==> src/design/dsc_pkg.sv <==
// ----------------------------------------------------------------------------
// dsc_pkg
// Types, constants and the arctangent table of the degree sine/cosine block.
// ----------------------------------------------------------------------------
package dsc_pkg;

    // Default number of rotation stages.
    localparam int DSC_STEPS_DEFAULT = 16;

    // Widths of the item fields.
    localparam int DSC_ANGLE_W = 32;
    localparam int DSC_OUT_W   = 18;
    localparam int DSC_IN_TDATA_W  = 32;
    localparam int DSC_OUT_TDATA_W = 40;

    // 92 full turns: makes every signed angle positive, keeps the residue.
    localparam logic [32:0] DSC_OFFSET = 33'd2170552320;
    // A full turn is 45 * 2^19; floor(2^20 / 45) estimates the quotient.
    localparam logic [28:0] DSC_RECIP  = 29'd23301;
    localparam logic [13:0] DSC_MOD_DIV = 14'd45;
    localparam logic [6:0]  DSC_MOD_DIV7 = 7'd45;
    localparam logic [24:0] DSC_QUARTER = 25'd5898240;

    // Starting x: reciprocal of the limit of the rotation gain in Q2.30.
    localparam logic signed [31:0] DSC_GAIN_Q30 = 32'sd652032874;
    localparam logic signed [32:0] DSC_ROUND_HALF = 33'sd8192;
    localparam logic signed [32:0] DSC_ONE_Q16 = 33'sd65536;

    // Quadrant codes.
    localparam logic [1:0] DSC_QUAD_0 = 2'd0;
    localparam logic [1:0] DSC_QUAD_1 = 2'd1;
    localparam logic [1:0] DSC_QUAD_2 = 2'd2;
    localparam logic [1:0] DSC_QUAD_3 = 2'd3;

    // atan(2^-i) in degrees, scaled by 2^24.
    localparam int DSC_ATAN_N = 31;
    localparam logic signed [31:0] DSC_ATAN [DSC_ATAN_N] = '{
        32'sd754974720, 32'sd445687602, 32'sd235489088, 32'sd119537938,
        32'sd60000934,  32'sd30029717,  32'sd15018523,  32'sd7509720,
        32'sd3754917,   32'sd1877466,   32'sd938734,    32'sd469367,
        32'sd234684,    32'sd117342,    32'sd58671,     32'sd29335,
        32'sd14668,     32'sd7334,      32'sd3667,      32'sd1833,
        32'sd917,       32'sd458,       32'sd229,       32'sd115,
        32'sd57,        32'sd29,        32'sd14,        32'sd7,
        32'sd4,         32'sd2,         32'sd1
    };

    // Vector and residual angle carried through the rotation stages.
    typedef struct packed {
        logic signed [31:0] x;
        logic signed [31:0] y;
        logic signed [31:0] z;
        logic [1:0]         quad;
    } t_dsc_rot;

endpackage

==> src/design/dsc_reduce.sv <==
// ----------------------------------------------------------------------------
// dsc_reduce
// Four-stage reduction of the angle modulo 360 degrees and quadrant split.
// ----------------------------------------------------------------------------
module dsc_reduce
    import dsc_pkg::*;
(
    input  logic                          i_clk,
    input  logic                          i_rst_n,
    input  logic                          i_en,
    input  logic                          i_valid,
    input  logic signed [DSC_ANGLE_W-1:0] i_angle,
    output logic                          o_valid,
    output t_dsc_rot                      o_rot
);

    logic        r_s1_valid, r_s2_valid, r_s3_valid, r_s4_valid;
    logic [13:0] r_s1_hi, r_s2_hi;
    logic [18:0] r_s1_lo, r_s2_lo;
    logic [8:0]  r_s2_q;
    logic [24:0] r_s3_red;
    logic [1:0]  r_s4_quad;
    logic [22:0] r_s4_res;

    logic [32:0] n_u;
    logic [28:0] n_prod;
    logic [13:0] n_q45;
    logic [6:0]  n_r;
    logic [5:0]  n_rem;
    logic [1:0]  n_quad;
    logic [24:0] n_res;

    // Offset the angle by whole turns so that it is positive.
    assign n_u = {i_angle[DSC_ANGLE_W-1], i_angle} + DSC_OFFSET;

    // Estimate the quotient of the upper part by 45.
    assign n_prod = 29'(r_s1_hi) * DSC_RECIP;

    // Remainder of the upper part, with one correction step.
    always_comb begin
        n_q45 = 14'({5'd0, r_s2_q} * DSC_MOD_DIV);
        n_r   = 7'(r_s2_hi - n_q45);
        if (n_r >= DSC_MOD_DIV7) begin
            n_rem = 6'(n_r - DSC_MOD_DIV7);
        end else begin
            n_rem = 6'(n_r);
        end
    end

    // Split off the quadrant from the reduced angle.
    always_comb begin
        if (r_s3_red >= 25'(DSC_QUARTER * 3)) begin
            n_quad = DSC_QUAD_3;
            n_res  = r_s3_red - 25'(DSC_QUARTER * 3);
        end else if (r_s3_red >= 25'(DSC_QUARTER * 2)) begin
            n_quad = DSC_QUAD_2;
            n_res  = r_s3_red - 25'(DSC_QUARTER * 2);
        end else if (r_s3_red >= DSC_QUARTER) begin
            n_quad = DSC_QUAD_1;
            n_res  = r_s3_red - DSC_QUARTER;
        end else begin
            n_quad = DSC_QUAD_0;
            n_res  = r_s3_red;
        end
    end

    // Valid bits.
    always_ff @(posedge i_clk) begin
        if (!i_rst_n) begin
            r_s1_valid <= 1'b0;
            r_s2_valid <= 1'b0;
            r_s3_valid <= 1'b0;
            r_s4_valid <= 1'b0;
        end else if (i_en) begin
            r_s1_valid <= i_valid;
            r_s2_valid <= r_s1_valid;
            r_s3_valid <= r_s2_valid;
            r_s4_valid <= r_s3_valid;
        end
    end

    // Data stages.
    always_ff @(posedge i_clk) begin
        if (i_en) begin
            r_s1_hi   <= n_u[32:19];
            r_s1_lo   <= n_u[18:0];
            r_s2_q    <= n_prod[28:20];
            r_s2_hi   <= r_s1_hi;
            r_s2_lo   <= r_s1_lo;
            r_s3_red  <= {n_rem, r_s2_lo};
            r_s4_quad <= n_quad;
            r_s4_res  <= n_res[22:0];
        end
    end

    assign o_valid    = r_s4_valid;
    assign o_rot.x    = DSC_GAIN_Q30;
    assign o_rot.y    = '0;
    assign o_rot.z    = $signed({1'b0, r_s4_res, 8'd0});
    assign o_rot.quad = r_s4_quad;

endmodule

==> src/design/dsc_rot_stage.sv <==
// ----------------------------------------------------------------------------
// dsc_rot_stage
// One registered CORDIC rotation toward zero residual angle.
// ----------------------------------------------------------------------------
module dsc_rot_stage
    import dsc_pkg::*;
#(
    parameter int STAGE = 0
) (
    input  logic     i_clk,
    input  logic     i_rst_n,
    input  logic     i_en,
    input  logic     i_valid,
    input  t_dsc_rot i_rot,
    output logic     o_valid,
    output t_dsc_rot o_rot
);

    logic     r_valid;
    t_dsc_rot r_rot;
    t_dsc_rot n_rot;
    logic signed [31:0] n_dx, n_dy;

    // Rotate by the table angle in the direction that shrinks the residue.
    always_comb begin
        n_dx = i_rot.y >>> STAGE;
        n_dy = i_rot.x >>> STAGE;
        n_rot.quad = i_rot.quad;
        if (!i_rot.z[31]) begin
            n_rot.x = i_rot.x - n_dx;
            n_rot.y = i_rot.y + n_dy;
            n_rot.z = i_rot.z - DSC_ATAN[STAGE];
        end else begin
            n_rot.x = i_rot.x + n_dx;
            n_rot.y = i_rot.y - n_dy;
            n_rot.z = i_rot.z + DSC_ATAN[STAGE];
        end
    end

    always_ff @(posedge i_clk) begin
        if (!i_rst_n) begin
            r_valid <= 1'b0;
        end else if (i_en) begin
            r_valid <= i_valid;
        end
    end

    always_ff @(posedge i_clk) begin
        if (i_en) begin
            r_rot <= n_rot;
        end
    end

    assign o_valid = r_valid;
    assign o_rot   = r_rot;

endmodule

==> src/design/dsc_post.sv <==
// ----------------------------------------------------------------------------
// dsc_post
// Rounds the rotated vector to Q1.16, clamps it and maps it to its quadrant.
// ----------------------------------------------------------------------------
module dsc_post
    import dsc_pkg::*;
(
    input  logic                        i_clk,
    input  logic                        i_rst_n,
    input  logic                        i_en,
    input  logic                        i_valid,
    input  t_dsc_rot                    i_rot,
    output logic                        o_valid,
    output logic signed [DSC_OUT_W-1:0] o_sine,
    output logic signed [DSC_OUT_W-1:0] o_cosine
);

    // Round half up from Q2.30 to Q1.16 and clamp to plus or minus one.
    function automatic logic signed [DSC_OUT_W-1:0] round_q16(
        input logic signed [31:0] v
    );
        logic signed [32:0] t;
        begin
            t = ($signed({v[31], v}) + DSC_ROUND_HALF) >>> 14;
            if (t > DSC_ONE_Q16) begin
                t = DSC_ONE_Q16;
            end else if (t < -DSC_ONE_Q16) begin
                t = -DSC_ONE_Q16;
            end
            round_q16 = t[DSC_OUT_W-1:0];
        end
    endfunction

    logic                        r_rnd_valid, r_out_valid;
    logic signed [DSC_OUT_W-1:0] r_s, r_c, r_sine, r_cosine;
    logic [1:0]                  r_quad;
    logic signed [DSC_OUT_W-1:0] n_sine, n_cosine;

    // Map the first-quadrant pair back to the angle's quadrant.
    always_comb begin
        case (r_quad)
            DSC_QUAD_0: begin
                n_sine   = r_s;
                n_cosine = r_c;
            end
            DSC_QUAD_1: begin
                n_sine   = r_c;
                n_cosine = -r_s;
            end
            DSC_QUAD_2: begin
                n_sine   = -r_s;
                n_cosine = -r_c;
            end
            default: begin
                n_sine   = -r_c;
                n_cosine = r_s;
            end
        endcase
    end

    always_ff @(posedge i_clk) begin
        if (!i_rst_n) begin
            r_rnd_valid <= 1'b0;
            r_out_valid <= 1'b0;
        end else if (i_en) begin
            r_rnd_valid <= i_valid;
            r_out_valid <= r_rnd_valid;
        end
    end

    always_ff @(posedge i_clk) begin
        if (i_en) begin
            r_s      <= round_q16(i_rot.y);
            r_c      <= round_q16(i_rot.x);
            r_quad   <= i_rot.quad;
            r_sine   <= n_sine;
            r_cosine <= n_cosine;
        end
    end

    assign o_valid  = r_out_valid;
    assign o_sine   = r_sine;
    assign o_cosine = r_cosine;

endmodule

==> src/design/degree_sine_cosine.sv <==
// ----------------------------------------------------------------------------
// degree_sine_cosine
// Sine and cosine of an angle in degrees through a pipelined CORDIC.
// ----------------------------------------------------------------------------
// The input channel (i_s_*) takes one angle per item, signed Q16.16 degrees.
// The output channel (o_m_*) returns one item per angle with the sine and
// cosine, each signed Q1.16 and held to the range of plus or minus one.
// Items leave in the order they arrived.
// The pipeline holds the modulo-360 reduction and quadrant split, then a
// rotation stage for each step, a rounding register and an output register.
// Throughput is one item per cycle while the receiver keeps up; every stage
// is a register set that moves on a shared enable.
// After reset all valid bits are clear and the block accepts at once.
// When the receiver stalls with a result waiting, the whole pipeline holds
// and o_s_tready drops; nothing is lost or repeated, and the flow resumes
// in the cycle the receiver takes the waiting item.
// ----------------------------------------------------------------------------
module degree_sine_cosine
    import dsc_pkg::*;
#(
    parameter int ROTATION_STEPS = DSC_STEPS_DEFAULT
) (
    input  logic                       i_clk,
    input  logic                       i_rst_n,
    input  logic                       i_s_tvalid,
    output logic                       o_s_tready,
    input  logic [DSC_IN_TDATA_W-1:0]  i_s_tdata,  // [31:0] angle_deg
    output logic                       o_m_tvalid,
    input  logic                       i_m_tready,
    output logic [DSC_OUT_TDATA_W-1:0] o_m_tdata   // [17:0] sine, [35:18] cosine
);

    logic                        w_en;
    logic                        w_out_valid;
    logic signed [DSC_OUT_W-1:0] w_sine, w_cosine;
    logic                        w_valid [ROTATION_STEPS+1];
    t_dsc_rot                    w_rot   [ROTATION_STEPS+1];

    // All stages move together unless a result waits on the receiver.
    assign w_en       = !w_out_valid || i_m_tready;
    assign o_s_tready = w_en;

    dsc_reduce u_reduce (
        .i_clk   (i_clk),
        .i_rst_n (i_rst_n),
        .i_en    (w_en),
        .i_valid (i_s_tvalid),
        .i_angle ($signed(i_s_tdata[DSC_ANGLE_W-1:0])),
        .o_valid (w_valid[0]),
        .o_rot   (w_rot[0])
    );

    // One rotation stage per step.
    for (genvar k = 0; k < ROTATION_STEPS; k++) begin : g_rot
        dsc_rot_stage #(
            .STAGE (k)
        ) u_stage (
            .i_clk   (i_clk),
            .i_rst_n (i_rst_n),
            .i_en    (w_en),
            .i_valid (w_valid[k]),
            .i_rot   (w_rot[k]),
            .o_valid (w_valid[k+1]),
            .o_rot   (w_rot[k+1])
        );
    end

    dsc_post u_post (
        .i_clk    (i_clk),
        .i_rst_n  (i_rst_n),
        .i_en     (w_en),
        .i_valid  (w_valid[ROTATION_STEPS]),
        .i_rot    (w_rot[ROTATION_STEPS]),
        .o_valid  (w_out_valid),
        .o_sine   (w_sine),
        .o_cosine (w_cosine)
    );

    assign o_m_tvalid = w_out_valid;
    assign o_m_tdata  = {{(DSC_OUT_TDATA_W - 2*DSC_OUT_W){1'b0}}, w_cosine, w_sine};

endmodule

==> config.mk <==
export PLATFORM = sky130hd
export DESIGN_NAME = degree_sine_cosine
export DESIGN_NICKNAME = d
export VERILOG_FILES = /design/src/design/dsc_pkg.sv /design/src/design/dsc_reduce.sv /design/src/design/dsc_rot_stage.sv /design/src/design/dsc_post.sv /design/src/design/degree_sine_cosine.sv
export SDC_FILE = /design/constraint.sdc
export NUM_CORES = 2
export LEC_CHECK = 0
export BUFFER_PORTS_ARGS = -buffer_cell sky130_fd_sc_hd__buf_2
export CAP_MARGIN = 20
export CORE_ASPECT_RATIO = 1.2
export CORE_MARGIN = 8
export CORE_UTILIZATION = 50
export CTS_CLUSTER_SIZE = 40
export DETAILED_ROUTE_END_ITERATION = 16
export PLACE_DENSITY = 0.72
export SYNTH_ARGS = -nofsm -noshare
export SYNTH_HDL_FRONTEND = slang
export SYNTH_SLANG_ARGS = --single-unit
==> constraint.sdc <==
create_clock -name i_clk -period 45.1 [get_ports i_clk]
set_clock_uncertainty 0.2 [all_clocks]
set_input_delay 2.255 -clock i_clk [delete_from_list [all_inputs] [get_ports i_clk]]
set_output_delay 2.255 -clock i_clk [all_outputs]
set_load 0.005 [all_outputs]
# Word level (Yosys, flattened, before mapping)
# Cells that the tools add are included.
# totals
ff_bits	1684
input_bits	36
output_inout_bits	42
elab_cells	239
# op_classes
add_sub_neg	97
n_mul	2
order_cmp	8
eq_ne	2
n_mux	25
n_reduce_logical	6
# ops
operator	n
96-bit two-way mux	14
18-bit one-hot mux with 3 select lines	2
32-bit by 29-bit adder with 32-bit output	3
32-bit by 29-bit subtractor with 32-bit output	3
94-bit two-way mux	1
23-bit two-way mux	3
32-bit by 15-bit adder with 33-bit output (second input constant)	2
32-bit by 17-bit adder with 32-bit output	2
32-bit by 18-bit adder with 32-bit output	2
32-bit by 19-bit adder with 32-bit output	2
32-bit by 20-bit adder with 32-bit output	2
32-bit by 21-bit adder with 32-bit output	2
32-bit by 22-bit adder with 32-bit output	2
32-bit by 23-bit adder with 32-bit output	2
32-bit by 24-bit adder with 32-bit output	2
32-bit by 25-bit adder with 32-bit output	2
32-bit by 26-bit adder with 32-bit output	2
32-bit by 27-bit adder with 32-bit output	2
32-bit by 28-bit adder with 32-bit output	2
32-bit by 17-bit subtractor with 32-bit output	2
32-bit by 18-bit subtractor with 32-bit output	2
32-bit by 19-bit subtractor with 32-bit output	2
32-bit by 20-bit subtractor with 32-bit output	2
32-bit by 21-bit subtractor with 32-bit output	2
other kinds (64)	78

# Logic depth before layout (Yosys ltp)
# logic_depth
depth_word	4
ltp_mapped	23
depth_no_buf	22

# By module
# From an unflattened synthesis, not the netlist that was laid out.
# hier_totals
hier_cells	16479
area_unflattened_um2	156983.1
# modules_own_cells
mod	instances	cells_per_inst	area_each_um2	seq_area_each_um2
dsc_rot_stage (g_rot[6].u_stage)	1	1015	9271.4	2962.8
dsc_rot_stage (g_rot[4].u_stage)	1	992	9248.9	2962.8
dsc_rot_stage (g_rot[5].u_stage)	1	978	9108.7	2962.8
dsc_rot_stage (g_rot[12].u_stage)	1	986	9097.5	2962.8
dsc_rot_stage (g_rot[9].u_stage)	1	955	9044.9	2962.8
dsc_rot_stage (g_rot[3].u_stage)	1	955	8999.9	2962.8
dsc_rot_stage (g_rot[8].u_stage)	1	953	8971.1	2962.8
dsc_rot_stage (g_rot[0].u_stage)	1	1012	8958.6	2932.8
dsc_rot_stage (g_rot[10].u_stage)	1	928	8936.1	2962.8
dsc_rot_stage (g_rot[15].u_stage)	1	956	8929.8	2962.8
dsc_rot_stage (g_rot[1].u_stage)	1	938	8859.7	2962.8
dsc_rot_stage (g_rot[7].u_stage)	1	947	8857.2	2962.8
dsc_rot_stage (g_rot[13].u_stage)	1	921	8854.7	2962.8
dsc_rot_stage (g_rot[11].u_stage)	1	912	8809.7	2962.8
+5 rows	n/a	n/a	n/a	n/a

# Worst setup path before layout
# No wires, ideal clock.
# synth_path
path_kind	input port to flip-flop
start	input port i_m_tready
end	register g_rot[0].u_stage.r_rot (netlist bit g_rot[0].u_stage.o_rot[0]), enable pin
setup_ps	2469
arrival_ps	43219
required_time_ps	42431
setup_slack_ps	-788
path_stages	3
path_buffers	1
path_cell_list	nor2b_1 > inv_1 > clkbuf_1
# synth_between
elab_chain_len	1
# synth_rtl
item	line	text
start: declaration	degree_sine_cosine.sv:29	input logic i_m_tready,
1-bit logical OR	degree_sine_cosine.sv:40	assign w_en = !w_out_valid || i_m_tready;
net o_s_tready	degree_sine_cosine.sv:26	output logic o_s_tready,
end signal: assignment	dsc_rot_stage.sv:50	r_rot <= n_rot;
end: declaration	dsc_rot_stage.sv:20	t_dsc_rot r_rot;
# The timed path passes the listed nets, and every way through them passes these cells.
# A chain may end at the register's enable or synchronous reset.

# Final worst setup path
# layout_path
start	input port i_m_tready
end	register g_rot[0].u_stage.r_rot (netlist bit g_rot[0].u_stage.o_rot[29]), enable pin
# layout_between
elab_chain_len	1
# layout_rtl
item	line
1-bit logical OR	degree_sine_cosine.sv:40
# Every way passes these cells.

==> reports/qor.tcl <==
set qor(design.die.area_um2) 262000
set qor(clock_tree_from_tritoncts) {done}
set qor(synth_cell_types) 123
set qor(netlist_area_um2) 123000
set qor(synth_async_sr_flop_share) 0
set qor(worst_ep_arrival_time_ns) 7.13
set qor(mostFrequentLayoutCells) {1,508 x edfxtp_1, 1,374 x ha_1, 1,208 x a21oi_1}
set qor(worstPathMaxFanout) 193
set qor(gpl.final_weighted_congestion) 0.950
set qor(antenna_violations_before_repair) 1
set qor(critPathLaunchType) {input pin}
set qor(setup_total_neg_slack_ns) 0
set qor(grt_pass1_vias) 90200
set qor(fp.coreArea_um2) 245000
set qor(area.growth.synth_to_final_pct) 7.99
set qor(grt_pass1_wl_mm) 454
set qor(final.fill_count) 21744
set qor(r2r_slack_ns) 39.08
set qor(timing_worst_setup_path_type) {in -> reg}
set qor(place.detailed.instances) 15636
set qor(final_max_slew_viol_count) 0
set qor(cts_setup_buffers) 0
set qor(dieWidth_um) 468
set qor(design.portCount) 78
set qor(worst_pin_slew_ns) 1.15
set qor(stdcell_count) 15960
set qor(drtAntennaViolNets) 0
set qor(ys_ff_latch) 1530
set qor(ys.flop_type) {edfxtp_1}
set qor(final_common_cell) {edfxtp_1}
set qor(synth_largest_area_cell) {edfxtp_1}
set qor(timing.max_cap.violations) 0
set qor(totalWireLength_mm) 283
set qor(syn_area_per_cell_um2) 9.81
set qor(route.detailed.wl_per_inst_um) 17.7
set qor(timing.critical_path.required_ns) 45.41
set qor(maxClockFrequency_mhz) 147
set qor(global_route.overflow_total) 0
set qor(drtPass1Iterations) 8
set qor(period_needed_ns) 6.82
set qor(number_of_cells_produced_by_synthesis) 12512
set qor(cts_resized) 0
set qor(rsz0062_at_grt) {no}
set qor(cts_inserted_buffers) 178
set qor(cts-root-to-sink-buffers) 4
set qor(status) {finished clean}
set qor(hp-class) {reg -> reg}
set qor(timing.final.hold_violations) 0
set qor(area.sequential_um2) 45700
set qor(drive_above_1_share) 0.0479
set qor(grt_usage) 0.208
set qor(setup_viol) 0
set qor(netlist_top_cells_area) {edfxtp_1 37%, ha_1 14%, xnor2_1 8.1%}
set qor(synth-edff-count) 1508
set qor(ctsHtreeMaxLevel) 4
set qor(routed_via_density) 5.80
set qor(fin_crit_sh) 0.151
set qor(num-nets-final) 14091
set qor(synth-warning-count) 0
set qor(critPathCaptureType) {register}
set qor(cts.clk_slew.worst_paths_ns) 0.06
set qor(post_cts_hold_buffer_count) 0
set qor(clock_tree.root_cell) {clkbuf_16}
set qor(clock-sinks) 1530
set qor(port_buffers) 73
set qor(holdWs_ns) 0.198
set qor(drt_iter0_drc) 5568
set qor(die_height_um) 559
set qor(post-synth-top-area-fraction) 0.369
set qor(num_vias) 92626
set qor(route.detailed.drc) 0
set qor(area_of_combinational_cells_with_multiple_inputs_um2) 74200
set qor(grt_max_degree) 194
set qor(num_rows) 199
set qor(dp_hpwl_mm) 220
set qor(latest_clock_arrival_within_the_worst_skew_pair_ns) 0.88
set qor(slew-limit-headroom) 0.226
set qor(sequential_to_total_area_share_from_yosys_stat) 0.372
set qor(start_util) 0.502
==> area by class of cell <==
| type | instances | area share |
|---|---|---|
| clock inverters | 114 | 0.00869 |
| clock buffers | 204 | 0.0351 |
| well taps | 3216 | 0.0304 |
| repair buffers | 129 | 0.00625 |
| multi-input cells | 10222 | 0.559 |
| flip-flops and latches | 1530 | 0.345 |
| inverters | 540 | 0.0153 |
| diodes | 5 | 0.0000944 |
==> cells by family after synthesis <==
family / synth area share
other cells: 0.0000305
xor+xnor: 0.121
fa+ha+maj: 0.153
flops: 0.372
compound gates: 0.183
mux: 0.00954
simple gates: 0.138
buf+inv: 0.0237
==> worst max-delay path, cell delays in order <==
cell,delay [ns]
buf_2,0.07
nor2b_1,0.03
buf_4,0.21
inv_8,0.38
buf_4,0.57
buf_12,0.74
buf_4,0.91
buf_12,0.73
buf_4,0.72
==> worst paths after layout <==
| path | cells after the start | startpoint | end |
|---|---|---|---|
| worst max-delay path | 9 | i_m_tready | g_rot[0].u_stage.o_rot[29] |
| worst min-delay path | 0 | g_rot[15].u_stage.o_rot[1] | u_post.r_quad[1] |
| worst max register to register | 17 | u_reduce.r_s1_hi[4] | u_reduce.r_s2_q[6] |
| worst min register to register | 0 | g_rot[15].u_stage.o_rot[1] | u_post.r_quad[1] |
==> sequential cells by signal, summed over array words and instances, names as in the netlist, 2 cells and up <==
| register | cells |
|---|---|
| u_reduce.r_s4_quad | 2 |
| u_post.o_sine | 18 |
| u_reduce.r_s1_lo | 19 |
| g_rot.u_stage.o_rot | 1318 |
| u_reduce.r_s2_hi | 7 |
| u_post.o_cosine | 18 |
| u_reduce.r_s3_red | 25 |
| u_reduce.r_s2_q | 7 |
| u_post.r_c | 18 |
| u_reduce.r_s2_lo | 19 |
| g_rot.u_stage.o_valid | 16 |
| u_reduce.r_s1_hi | 14 |
| u_post.r_quad | 2 |
| u_reduce.r_s4_res | 23 |
| u_post.r_s | 18 |
==> routing by layer <==
layer	GRT usage	part of all wire	routed length (µm)	vias to the layer above
li1	-	-	-	46574
met1	0.226	0.39	111000	43378
met2	0.396	0.51	146000	1905
met3	0.0232	0.034	9730	769
met4	0.110	0.059	16700	0
met5	0	0	0	-
==> cells in the mapped netlist, types with 48 or more instances <==
cell type / count
and2_1: 75
o211ai_1: 50
ha_1: 1374
nor2_1: 1168
nand4_1: 87
a31oi_1: 127
or3_1: 85
o31ai_1: 61
o21bai_1: 120
a21o_1: 500
nand2_1: 661
nor3_1: 365
o21ai_0: 528
inv_1: 533
a21boi_0: 64
fa_1: 80
nand2b_1: 172
nor2b_1: 198
clkbuf_1: 168
o21a_1: 208
mux2_2: 48
edfxtp_1: 1508
a211oi_1: 156
and3_1: 106
a21oi_1: 1208
xnor2_1: 1138
mux2i_1: 56
nor4_1: 73
xor2_1: 550
nand3_1: 212
==> stage by stage <==
stage          instance area (µm²)  worst slack [ns]  utilization
6_report                    133000             38.28        0.542
5_1_grt                     133000             38.00        0.542
4_1_cts                     133000             38.44        0.542
3_5_place_dp                127000             37.49        0.518
3_3_place_gp                127000             37.55        0.518
2_1_floorplan               123000             21.43            -
Power is not shown: default switching activity piles up to over one toggle a cycle in this logic, so the estimate is an artifact.
